### src/rtl/ecc_pkg.sv
`timescale 1ns / 1ps
package ecc_pkg;

  // sum of squares and root widths
  localparam int SQ_W   = 66;
  localparam int DIST_W = 33;
  // width handed to the saturating function
  localparam int SAT_W  = 40;

  // per-item data that travels beside the sqrt and divider pipelines
  typedef struct packed {
    logic signed [31:0] p1x;
    logic signed [31:0] p1y;
    logic signed [31:0] v1x;
    logic signed [31:0] v1y;
    logic signed [31:0] v2x;
    logic signed [31:0] v2y;
    logic [31:0]        rsum;
    logic [31:0]        msum;
    logic               mneg;
    logic [30:0]        mdiff;
    logic [30:0]        m1;
    logic [30:0]        m2;
    logic               dx_neg;
    logic               dy_neg;
    logic [DIST_W-1:0]  ax;
    logic [DIST_W-1:0]  ay;
    logic               hit;
    logic               deg;
    logic signed [33:0] ov;
  } side_t;

  // clamp to the signed 32-bit range
  function automatic logic signed [31:0] sat32(input logic signed [SAT_W-1:0] x);
    logic signed [SAT_W-1:0] hi;
    logic signed [SAT_W-1:0] lo;
    hi = SAT_W'(32'sh7fffffff);
    lo = -SAT_W'(33'sh080000000);
    if (x > hi) begin
      return 32'sh7fffffff;
    end else if (x < lo) begin
      return 32'sh80000000;
    end else begin
      return 32'(x);
    end
  endfunction

endpackage

### src/rtl/ecc_sqrt.sv
`timescale 1ns / 1ps
// floor square root, two radicand bits per stage
module ecc_sqrt (
  input  logic                        clk,
  input  logic                        en,
  input  logic [ecc_pkg::SQ_W-1:0]    rad,
  output logic [ecc_pkg::DIST_W-1:0]  root
);

  localparam int N     = ecc_pkg::DIST_W;
  localparam int SW    = ecc_pkg::SQ_W;
  localparam int REM_W = N + 2;

  logic [REM_W-1:0] rem [0:N];
  logic [N-1:0]     rt  [0:N];
  logic [SW-1:0]    rd  [0:N];

  logic [REM_W-1:0] rem_next [0:N-1];
  logic [N-1:0]     rt_next  [0:N-1];
  logic [SW-1:0]    rd_next  [0:N-1];

  assign rem[0] = '0;
  assign rt[0]  = '0;
  assign rd[0]  = rad;

  // one restoring step per stage
  always_comb begin
    for (int k = 0; k < N; k++) begin
      logic [REM_W+1:0] rs;
      logic [REM_W+1:0] trial;
      logic             ge;
      rs    = {rem[k], rd[k][SW-1:SW-2]};
      trial = (REM_W+2)'({rt[k], 2'b01});
      ge    = (rs >= trial);
      rem_next[k] = ge ? REM_W'(rs - trial) : REM_W'(rs);
      rt_next[k]  = {rt[k][N-2:0], ge};
      rd_next[k]  = rd[k] << 2;
    end
  end

  // stage registers
  for (genvar k = 1; k <= N; k++) begin : g_stage
    always_ff @(posedge clk) begin
      if (en) begin
        rem[k] <= rem_next[k-1];
        rt[k]  <= rt_next[k-1];
        rd[k]  <= rd_next[k-1];
      end
    end
  end

  assign root = rt[N];

endmodule

### config.mk
export PLATFORM = sky130hd
export DESIGN_NAME = ecc_sqrt
export DESIGN_NICKNAME = d
export VERILOG_FILES = /design/src/rtl/ecc_pkg.sv /design/src/rtl/ecc_sqrt.sv
export SDC_FILE = /design/constraint.sdc
export NUM_CORES = 2
export LEC_CHECK = 0
export BUFFER_PORTS_ARGS = -buffer_cell sky130_fd_sc_hd__buf_2
export CORE_MARGIN = 3
export CORE_UTILIZATION = 64
export CTS_CLUSTER_SIZE = 30
export DETAILED_ROUTE_END_ITERATION = 6
export GPL_TIMING_DRIVEN = 0
export PLACE_DENSITY = 0.8
export SKIP_CTS_REPAIR_TIMING = 1
export SLEW_MARGIN = 20
export SYNTH_ARGS = -nofsm -noshare
export SYNTH_HDL_FRONTEND = slang
export SYNTH_SLANG_ARGS = --single-unit
### constraint.sdc
create_clock -name clk -period 4.9 [get_ports clk]
set_input_delay 0.245 -clock clk [delete_from_list [all_inputs] [get_ports clk]]
set_output_delay 0.245 -clock clk [all_outputs]
set_load 0.02 [all_outputs]
* Word level (Yosys, flattened, before mapping)
Cells that the tools add are included.
** Word-level totals
- Flip-flop bits (word level) :: 2705
- Output and inout port bits :: 33
** Operators by class
- Add/subtract/negate cells :: 32
- Order comparisons :: 33
- Mux-type cells :: 32
** Operators by type and width (number)
- $mux W35 :: 31
- $ge A37 B10 Y1 :: 1
- $ge A37 B11 Y1 :: 1
- $ge A37 B12 Y1 :: 1
- $ge A37 B13 Y1 :: 1
- $ge A37 B14 Y1 :: 1
- $ge A37 B15 Y1 :: 1
- $ge A37 B16 Y1 :: 1
- $ge A37 B17 Y1 :: 1
- $ge A37 B18 Y1 :: 1
- $ge A37 B19 Y1 :: 1
- $ge A37 B20 Y1 :: 1
- $ge A37 B21 Y1 :: 1
- $ge A37 B22 Y1 :: 1
- $ge A37 B23 Y1 :: 1
- $ge A37 B24 Y1 :: 1
- $ge A37 B25 Y1 :: 1
- $ge A37 B26 Y1 :: 1
- $ge A37 B27 Y1 :: 1
- $ge A37 B28 Y1 :: 1
- $ge A37 B29 Y1 :: 1
- $ge A37 B3 Y1 :: 1
- $ge A37 B30 Y1 :: 1
- $ge A37 B31 Y1 :: 1
- other kinds (43) :: 43

* Logic depth before layout (Yosys ltp)
- Depth after elaboration :: 2
- Gate-level depth with buffers :: 15
- Mapped depth without buffers :: 14

* Least setup slack after synthesis
Ideal clock, no wire load.
- Path type :: register -> register
- Start :: register rem[320] (netlist bit)
- End :: register rem[313] (netlist bit), data pin
- Arrival time :: 3462 ps
- Path slack :: 1167 ps
- Stages on the path, launching flop included :: 12
- Path buffers :: 0
- Cell sequence :: edfxtp_1 -> ha_1 -> a211o_1 -> o211ai_1 -> or3b_1 -> o41a_1 -> o31a_1 -> a221o_1 -> a2111oi_1 -> nand2_1 -> nor4_1 -> xor2_1
** RTL lines
- start, declared :: RTL line ecc_sqrt.sv:14 : logic [REM_W-1:0] rem [0:N];
- start signal, assigned by index :: RTL line ecc_sqrt.sv:45 : rem[k] <= rem_next[k-1];

==> results by group <==
Cells and area
  • Commonest non-fill, non-tap cell in the layout: edfxtp_1
  • Post-layout nets: ~11000
  • Fill cells: 12500
  • Final Core Density: between 70 and 80%
  • Most frequent cells in the layout: 2684 x edfxtp_1, 795 x nand2_1, 772 x inv_1, 601 x o21ai_0, 596 x ha_1
  • Fin cells: 13100
  • Share of cells above drive strength 1: 7.12%
  • Area growth syn-to-layout: 11.5%

Routing
  • Vias: 77900
  • First-iteration detailed-routing DRC count: between 6000 and 7000
  • Routed WL per cell: between 20 and 25 um
  • DR vias/cell: slightly below 6
  • DRT antenna net count: 0
  • First-pass iteration count of the detailed router: 6
  • Residual DRC: 0
  • WL final: 276000 um

Worst setup path
  • Worst path required time: 5.36 ns
  • Reg2Reg Setup Slack: roughly 0.13 ns
  • R2R Path Start: rt[67]
  • Crit. Startpoint: rt[67]
  • CP Capture Point: rem[37]
  • CP Max Fanout: 10
  • Capture point of the worst reg-to-reg path: rem[37]
  • CP startpoint kind: flop
  • Kind of critical path: reg2reg
  • R2R cell count: 12
  • Critical path capture point type: flop
  • Critical Path AT: 5.23 ns

Worst hold path
  • Hold Path Class: in2reg
  • Hold Path Depth: 2

Global route
  • First-pass GRT wire length: 423000 um
  • Overflow after GRT: 0
  • Largest net degree at the start of global routing: around 160
  • Via count of the first global-routing pass: 76200
  • GRT Overall Usage: between 20% and 30%
  • Initial antenna violation count: 5

Clocking
  • Worst skew pair latency: around 0.95 ns
  • TritonCTS clock tree: done
  • Clock transition at path regs: roughly 0.080 ns
  • Longest Clk Path Bufs: 4
  • H-Tree Depth: 5
  • CTS Buf Count: around 290
  • Root buf cell: clkbuf_16
  • Clk sinks: about 2700

STA
  • Clock period minus worst slack: between 4 and 5 ns
  • Relative slew margins: 28.3%
  • Hold_ws: ~0.017 ns
  • Setup violations, final: 0
  • Final cycle utilization of the critical path: between 90% and 100%
  • RSZ-0062 raised after global routing: false
  • Worst-margin pin slew: around 1.1 ns
  • Clock skew: slightly below 0.1 ns
  • Post-Route Setup TNS: 0 ns
  • Max-slew violation count: 0
  • Fmax: about 210 MHz
  • Final Hold Viols: 0

Logic synthesis
  • Ys Warns: 0
  • Post-synth EDFFs: between 2000 and 3000
  • Post-synthesis register bit count: approximately 2700
  • Cell count after synthesis: ~10000
  • Mapped Area: ~130000 sq um
  • Yosys top cell area share: approximately 64%
  • Synth top area cells: edfxtp_1 64%, ha_1 6.0%, xnor2_1 3.1%, xor2_1 3.1%, o21ai_0 2.4%
  • Post-synthesis sequential area ratio: about 64%
  • Top FF cell, synth: edfxtp_1
  • Async S/R FF share, synth: 0%
  • Leading area contributor after synthesis: edfxtp_1
  • Syn Nets: 10400
  • Synth unique cells: about 100
  • Mean post-synth cell area: around 13 sq um

Placed design
  • DP Cell Count: between 10000 and 15000
  • HPWL Detailed: roughly 190000 um
  • PortBufs: 100
  • GPL Wtd Cong: 0.974

Outcome
  • Status: finished clean

Power and ir drop
  • Power per cell area: roughly 470 nW/um^2
  • Maximum VDD drop: 0.398 mV
  • LEAKAGE: roughly 54 nW

Floorplan
  • Initial Util: between 60% and 70%
  • Die Area: 201000 sq um
  • Core Box Area: roughly 190000 sq um
  • Die Span Y: about 450 um
  • Top Ports: roughly 100
  • Die X: 448 um
  • Rows: between 150 and 200

Flow run
  • Max-Cap Viols: 0
==> cells by family (layout without fill, tap and decap cells) <==
kind of cell	count (synthesis)	count (layout)	share of synthesized area, %
xor gates and xnor gates	889	889	6.22
AOI/OAI and AO/OA	1988	1988	9.82
other	1	6	0.00299
adders and majority gates	596	596	5.95
buffers and inverters	1012	1710	3.15
muxes	65	65	0.572
and+or+nand+nor	2525	2525	9.94
DFF	2684	2684	64.3
==> worst min-delay path by stage <==
stage                to     start
3_3_place_gp   rd[1605]  rd[1669]
3_5_place_dp   rd[1029]  rd[1093]
4_1_cts        rd[2153]   rad[39]
2_1_floorplan  rd[2114]    rad[0]
6_report       rd[2153]   rad[39]
5_1_grt        rd[2153]   rad[39]
==> power by group <==
group	internal (mW)	switching [mW]	leakage, nW
clock	12.6	8.62	4.44
combinational	5.45	8.17	23.3
sequential	29.0	1.90	25.8
==> Yosys cell counts (all sizes together), types with 60 or more instances <==
cell type  count
edfxtp      2684
nand2        795
inv          773
o21ai        603
ha           596
a21oi        542
nor2         510
xnor2        446
xor2         443
a21o         269
nor3         239
clkbuf       183
nand3        148
or3          116
nor4         113
nand2b       111
o21a         109
nand4         91
nor2b         83
o31ai         77
or2           60
or4           60
==> routing by layer <==
layer | wire (um) | vias to the layer above | GRT usage [%]
li1 | - | 36900 | -
met1 | 112000 | 37800 | 35.0
met2 | 135000 | 2616 | 45.8
met3 | 15200 | 655 | 3.70
met4 | 13800 | 2 | 11.9
met5 | 12 | - | 0
==> sequential cells by signal, indices dropped and copies added (netlist names) <==
| signal | count |
|---|---|
| rd | 1056 |
| rem | 1067 |
| root | 33 |
| rt | 528 |
==> stage by stage <==
| stage | total power, mW | area, sq um | worst slack (ns) |
|---|---|---|---|
| after floorplan | 40.2 | 125000 | 1.17 |
| after global placement | 45.9 | 129000 | -36.56 |
| after detailed placement | 44.5 | 130000 | -0.677 |
| after CTS | 65.9 | 139000 | -0.732 |
| after global routing | 68.8 | 140000 | 0.0111 |
| final | 65.8 | 140000 | 0.131 |
==> area by class of cell <==
class                           count  area, sq um  area share [%]
Clock buffer                      343         7630            5.46
Buffer                            237         1050           0.753
Timing Repair Buffer              201         1870            1.34
Tap cell                         2608         3260            2.34
Sequential cell                  2684        80600            57.7
Antenna cell                        5         12.5         0.00896
Clock inverter                    154         1530            1.09
Inverter                          775         2910            2.08
Multi-Input combinational cell   6064        40800            29.2
==> worst max-delay path, stage by stage (launching register included) <==
cell and delay (ns):
edfxtp_1 0.44, inv_1 0.07, ha_1 0.34, o21a_1 0.24, a2bb2oi_1 0.18, a221oi_1 0.62, o21ai_0 0.41, o21ba_2 0.37
a21oi_1 0.26, o21bai_1 0.20, a211oi_4 0.35, clkbuf_2 0.39, o21ai_0 0.45
(Power assumes the default switching activity.)
