--- src/rtl/ecc_pkg.sv ---
`timescale 1ns / 1ps
package ecc_pkg;

  // sum of squares and root widths
  localparam int SQ_W   = 66;
  localparam int DIST_W = 33;
  // width handed to the saturating function
  localparam int SAT_W  = 40;

  // per-item data that travels beside the sqrt and divider pipelines
  typedef struct packed {
    logic signed [31:0] p1x;
    logic signed [31:0] p1y;
    logic signed [31:0] v1x;
    logic signed [31:0] v1y;
    logic signed [31:0] v2x;
    logic signed [31:0] v2y;
    logic [31:0]        rsum;
    logic [31:0]        msum;
    logic               mneg;
    logic [30:0]        mdiff;
    logic [30:0]        m1;
    logic [30:0]        m2;
    logic               dx_neg;
    logic               dy_neg;
    logic [DIST_W-1:0]  ax;
    logic [DIST_W-1:0]  ay;
    logic               hit;
    logic               deg;
    logic signed [33:0] ov;
  } side_t;

  // clamp to the signed 32-bit range
  function automatic logic signed [31:0] sat32(input logic signed [SAT_W-1:0] x);
    logic signed [SAT_W-1:0] hi;
    logic signed [SAT_W-1:0] lo;
    hi = SAT_W'(32'sh7fffffff);
    lo = -SAT_W'(33'sh080000000);
    if (x > hi) begin
      return 32'sh7fffffff;
    end else if (x < lo) begin
      return 32'sh80000000;
    end else begin
      return 32'(x);
    end
  endfunction

endpackage

--- src/rtl/ecc_div.sv ---
`timescale 1ns / 1ps
// signed (num << FRAC_BITS) / den, one quotient bit per stage, then sign
module ecc_div #(
  parameter int FRAC_BITS = 16
) (
  input  logic                          clk,
  input  logic                          en,
  input  logic [ecc_pkg::DIST_W-1:0]    num,
  input  logic                          neg,
  input  logic [ecc_pkg::DIST_W-1:0]    den,
  output logic signed [FRAC_BITS+2:0]   quo
);

  localparam int Q_W = FRAC_BITS + 2;
  localparam int D_W = ecc_pkg::DIST_W;

  logic [D_W-1:0] rem  [0:Q_W];
  logic [Q_W-1:0] qb   [0:Q_W];
  logic [Q_W-1:0] low  [0:Q_W];
  logic [D_W-1:0] dn   [0:Q_W];
  logic           sg   [0:Q_W];

  logic [D_W-1:0] rem_next [0:Q_W-1];
  logic [Q_W-1:0] qb_next  [0:Q_W-1];
  logic [Q_W-1:0] low_next [0:Q_W-1];

  // quotient stays below 2^Q_W, so the top bits start as the remainder
  assign rem[0] = num >> 2;
  assign qb[0]  = '0;
  assign low[0] = {num[1:0], {FRAC_BITS{1'b0}}};
  assign dn[0]  = den;
  assign sg[0]  = neg;

  always_comb begin
    for (int k = 0; k < Q_W; k++) begin
      logic [D_W:0] rs;
      logic         ge;
      rs = {rem[k], low[k][Q_W-1]};
      ge = (rs >= {1'b0, dn[k]});
      rem_next[k] = ge ? D_W'(rs - {1'b0, dn[k]}) : D_W'(rs);
      qb_next[k]  = {qb[k][Q_W-2:0], ge};
      low_next[k] = low[k] << 1;
    end
  end

  // stage registers
  for (genvar k = 1; k <= Q_W; k++) begin : g_stage
    always_ff @(posedge clk) begin
      if (en) begin
        rem[k] <= rem_next[k-1];
        qb[k]  <= qb_next[k-1];
        low[k] <= low_next[k-1];
        dn[k]  <= dn[k-1];
        sg[k]  <= sg[k-1];
      end
    end
  end

  // apply sign
  always_ff @(posedge clk) begin
    if (en) begin
      quo <= sg[Q_W] ? -$signed({1'b0, qb[Q_W]}) : $signed({1'b0, qb[Q_W]});
    end
  end

endmodule

--- config.mk ---
export PLATFORM = sky130hd
export DESIGN_NAME = ecc_div
export DESIGN_NICKNAME = d
export VERILOG_FILES = /design/src/rtl/ecc_pkg.sv /design/src/rtl/ecc_div.sv
export SDC_FILE = /design/constraint.sdc
export NUM_CORES = 2
export LEC_CHECK = 0
export BUFFER_PORTS_ARGS = -buffer_cell sky130_fd_sc_hd__buf_2
export CAP_MARGIN = 10
export CORE_UTILIZATION = 52
export DETAILED_ROUTE_END_ITERATION = 16
export GPL_TIMING_DRIVEN = 0
export PLACE_DENSITY_LB_ADDON = 0.25
export SLEW_MARGIN = 20
export SYNTH_ARGS = -nofsm -noshare
export SYNTH_HDL_FRONTEND = slang
export SYNTH_SLANG_ARGS = --single-unit
--- constraint.sdc ---
create_clock -name clk -period 3.2 [get_ports clk]
set_input_delay 0 -clock clk [delete_from_list [all_inputs] [get_ports clk]]
set_output_delay 0 -clock clk [all_outputs]
set_load 0.03 [all_outputs]
# == After elaboration in Yosys (flattened, before gate mapping) ==
# Cells that the tools add are included.
# Widths: inputs -> output; s select.
# word_totals
reg_bits,1331
inputBits,69
output_inout_bits,19
elab_cells,143
# op_classes
addsub,18
order_cmp,18
mux,18
# ops
op,n
$ge 34x33->1,17
$mux 33,16
$sub 33x33->33,16
$ge 32x33->1,1
$sub 32x33->33,1
$mux 32,1
$neg 18->19,1
$mux 18,1

# == Logic depth before layout (Yosys ltp) ==
# depth
ltp_word,2
depth_mapped,16
depth_no_buf,14

# == Least setup slack after synthesis ==
# OpenSTA, ideal clock, no wires.
# synth_timing
path_type,register -> register
start,reg rem[364] (netlist name)
end,reg rem[335] (netlist name) (data pin)
setup_ns,0.260
arrival_ns,3.216
setup_slack_ns,-0.276
stages_incl_launch_ff,13
path_cell_list,edfxtp_1 ha_1 nor2b_1 o31a_1 nor3_1 o32ai_1 a21oi_2 o21ai_1 o21ai_2 a21oi_1 a2111oi_4 buf_4 mux2_2
# synth_rtl
element,line,text
"start, declared",ecc_div.sv:17,logic [D_W-1:0] rem [0:Q_W];
"start signal, assigned by index",ecc_div.sv:50,rem[k] <= rem_next[k-1];

==> implementation parameters <==
Parameter                              Value

STA
  Slew HR ... 0.4068
  Final Critical Period ... 3.738 ns
  Hold violation total from the final report ... 0
  Worst-margin pin slew ... 0.8898 ns
  Unrepaired setup endpoints after global routing ... true
  Max frequency ... 267.6 MHz
  Final-layout worst hold slack ... 0.06971 ns
  Post-route fraction of the period consumed by the critical path ... 1.168
  Fin Clk Skew ... 0.03986 ns
  Final setup violating endpoints ... around 380
  Final worst slack ... -0.5375 ns
  Final number of max-transition violations ... 0
  Accumulated negative setup slack ... -54.89 ns

Critical path
  Length in cells of the worst reg-to-reg path ... 12
  Reg2reg setup slack ... -0.54 ns
  Source of the worst register-to-register timing path ... dn[304]
  Nature of the critical path endpoint ... flop
  Critical-path top delay cell ... sky130_fd_sc_hd__or4_4
  Highest fanout seen on the critical path ... 6
  Startpoint Class ... flop
  Endpoint arrival time on the critical path ... 4.24 ns
  Buffer and inverter count on the worst path ... 3
  Critical path type ... reg -> reg
  Endpoint of the most critical register-to-register path ... rem[268]
  Top delay family on crit path ... simple AND/OR/NAND/NOR gates
  Cell-by-cell trace of the critical path ... inv_2, ha_4, or4_4, o22ai_4, or4_4, a31oi_4, or4b_4, a221o_1, a211oi_4, buf_6, buf_6, mux2_4
  Critical path required time ... 3.70 ns
  Max stage delay on crit path ... ~0.55 ns

Synth
  Count of flip-flops with a built-in enable after synthesis ... ~1,300
  Portion of synthesized cell area occupied by the leading cell type ... 0.5171
  Sequential fraction of the synthesis area ... 0.5171
  Cell taking the most area after synthesis ... sky130_fd_sc_hd__edfxtp_1
  Proportion of synthesized flip-flops having asynchronous set or reset ... 0
  Area of the mapped netlist ... 0.07729 mm2
  Number of warnings issued by yosys ... 0
  Top-count cell post-synth ... sky130_fd_sc_hd__edfxtp_1
  Netlist cell types ... 86
  Primary FF master, synth ... sky130_fd_sc_hd__edfxtp_1
  Commonest cells in the synthesized netlist ... sky130_fd_sc_hd__edfxtp_1, sky130_fd_sc_hd__inv_1, sky130_fd_sc_hd__a21oi_1
  Cells after synthesis ... about 7,100
  Mapped Avg Cell Area ... 10.88 um2
  Flop and latch count out of synthesis ... 1,331
  Mapped Nets ... roughly 7,800
  Top cells by area in the synthesized netlist ... sky130_fd_sc_hd__edfxtp_1, sky130_fd_sc_hd__ha_1, sky130_fd_sc_hd__a21oi_1

Layout
  Post-route non-filler standard cell count ... 9,913
  Post-route core utilization ... 0.6646
  Total non-filler cell area in the finished layout ... 0.09813 mm2
  Area added between synthesis and finish ... 26.97%
  Antenna fix cells ... 0
  Share of cells above drive strength 1 ... 0.2469
  Final #Nets ... 8,539

Clock tree
  Clock transition at the register clock pins on the worst setup and hold paths after CTS ... approximately 0.060 ns
  Longest Clk Path Bufs ... 3
  Maximum level of the CTS H-tree ... 4
  Worst skew pair latency ... 0.79 ns
  Clock root cell ... sky130_fd_sc_hd__clkbuf_16
  Clock sink count ... approximately 1,300
  TritonCTS clock tree ... built
  Number of CTS-inserted buffers ... 149

Outcome
  Outcome ... finished with violations
  Violated checks ... negative setup slack

Detailed routing
  Final ANT Viol Nets ... 0
  Drt first-iter violations ... ~4,300
  DRC ... 0
  First-pass iteration count of the detailed router ... 6
  Detail-routed via count per cell ... 5.874
  Routed wirelength normalized by instance count ... 21.47 um
  Routed vias ... roughly 58,000
  Aggregate routed wire length ... 212,800 um

Placement
  Placed insts ... 9,134
  Placed cell area ... 0.08063 mm2
  Setup slack at placement ... -1.685 ns
  Routability-driven placement congestion ratio ... 0.9688
  Sum of net half-perimeters after detailed placement ... about 150,000 um
  Count of input and output buffers ... 87

Die
  Width of the die ... 387.5 um
  Site row count ... roughly 140
  Std-Cell Core Area ... 0.1477 mm2
  I/O Pins ... 88
  Die boundary height ... slightly below 400 um
  Starting density of the core ... 0.5234
  Die Outline Area ... 0.1502 mm2

Power
  Leakage power ... 40.18 nW
  VDD IR max ... 0.0006119 V
  Post-layout total power ... between 100 and 150 mW
  Pwr Density ... 1094 mW/mm2

Global route
  Global-route usage over all layers ... 0.2688
  Largest net degree at the start of global routing ... 151
  Vias in the first global route ... approximately 56,000
  Overflow left after global routing ... 0
  Wire length of the first global-routing pass ... about 310,000 um
  Initial antenna violation count ... 0

Min path
  Beginning of the worst hold path ... num[6]
  Count of cells along the worst hold path ... 4
  HP Class ... in -> reg
  Endpoint of the worst hold path ... rem[566]

Flow run
  Total of max-cap violations ... 0
==> worst max path at each step <==
stage,startpoint,endpoint,depth (start not counted)
after CTS,dn[304],rem[268],12
final,dn[304],rem[268],12
after floorplan,rem[303],rem[268],9
after global routing,dn[303],rem[268],12
after detailed placement,rem[339],rem[316],13
after global placement,en,low[323],1
==> flip-flops by register name, indices dropped and copies added, names as in the netlist <==
signal  flops
dn        561
low         1
quo        19
qb        171
sg         18
rem       561
==> repair_timing <==
item                                    4_1_cts  5_1_grt
cloned                                       41       12
hold endpoints to repair                    145        0
gates resized for setup                    1174      784
hold buffers                                103        0
endpoints found under the setup margin      573      571
pin swaps                                   208      248
setup buffers                               261      154
==> where the power goes <==
| group | switching (mW) | internal (mW) | leakage [nW] |
|---|---|---|---|
| clock | 7.11 | 10.4 | 2.43 |
| combinational | 31.7 | 28.2 | 24.8 |
| sequential | 3.78 | 26.1 | 13.0 |
==> cell usage in the layout, fill, tap and decap left out, drive strengths merged, types with 64 or more instances in the layout <==
cell type / netlist / routed
a21o: 282 / 282
a21oi: 689 / 689
buf: 33 / 559
clkbuf: 145 / 290
clkinv: 0 / 64
dlygate4sd3: 0 / 103
edfxtp: 1331 / 1331
ha: 593 / 593
inv: 722 / 729
mux2: 182 / 182
nand2: 506 / 506
nand2b: 73 / 73
nand3: 100 / 100
nand4: 89 / 89
nor2: 482 / 482
nor2b: 79 / 79
nor3: 72 / 72
o21a: 83 / 83
o21ai: 470 / 470
o21bai: 69 / 69
xnor2: 299 / 299
xor2: 196 / 196
==> worst reg2reg max path, cell delays in order, from the launching register on <==
cell	delay [ns]
sky130_fd_sc_hd__edfxtp_1	0.50
sky130_fd_sc_hd__inv_2	0.08
sky130_fd_sc_hd__ha_4	0.16
sky130_fd_sc_hd__or4_4	0.55
sky130_fd_sc_hd__o22ai_4	0.17
sky130_fd_sc_hd__or4_4	0.18
sky130_fd_sc_hd__a31oi_4	0.09
sky130_fd_sc_hd__or4b_4	0.51
sky130_fd_sc_hd__a221o_1	0.40
sky130_fd_sc_hd__a211oi_4	0.22
sky130_fd_sc_hd__buf_6	0.17
sky130_fd_sc_hd__buf_6	0.13
sky130_fd_sc_hd__mux2_4	0.30
==> final cells by class <==
| type | instances | area, um2 |
|---|---|---|
| Inverter | 722 | 2724 |
| Buffer | 135 | 1634 |
| Timing Repair Buffer | 645 | 6279 |
| Clock inverter | 102 | 1089 |
| Clock buffer | 172 | 3921 |
| Multi-Input combinational cell | 4876 | 40100 |
| Sequential cell | 1331 | 39970 |
| Fill cell | 10820 | 49530 |
| Tap cell | 1930 | 2415 |
==> cells by family after synthesis <==
family / share of synthesized area
buffers and inverters: 0.04418
AOI/OAI and AO/OA: 0.1595
adders and majority gates: 0.1004
and+or+nand+nor: 0.09551
xor gates and xnor gates: 0.05609
muxes: 0.02716
DFF: 0.5171
==> metal layers <==
layer  up-vias  global-route usage  part of all wire
li1      27560                   -                 -
met2      1823              0.4701              0.50
met3       547             0.03141             0.047
met5         -                   0                 0
met4         0              0.1253             0.052
met1     28300              0.3314              0.40
Note: power is estimated with default switching activity, not from simulation.
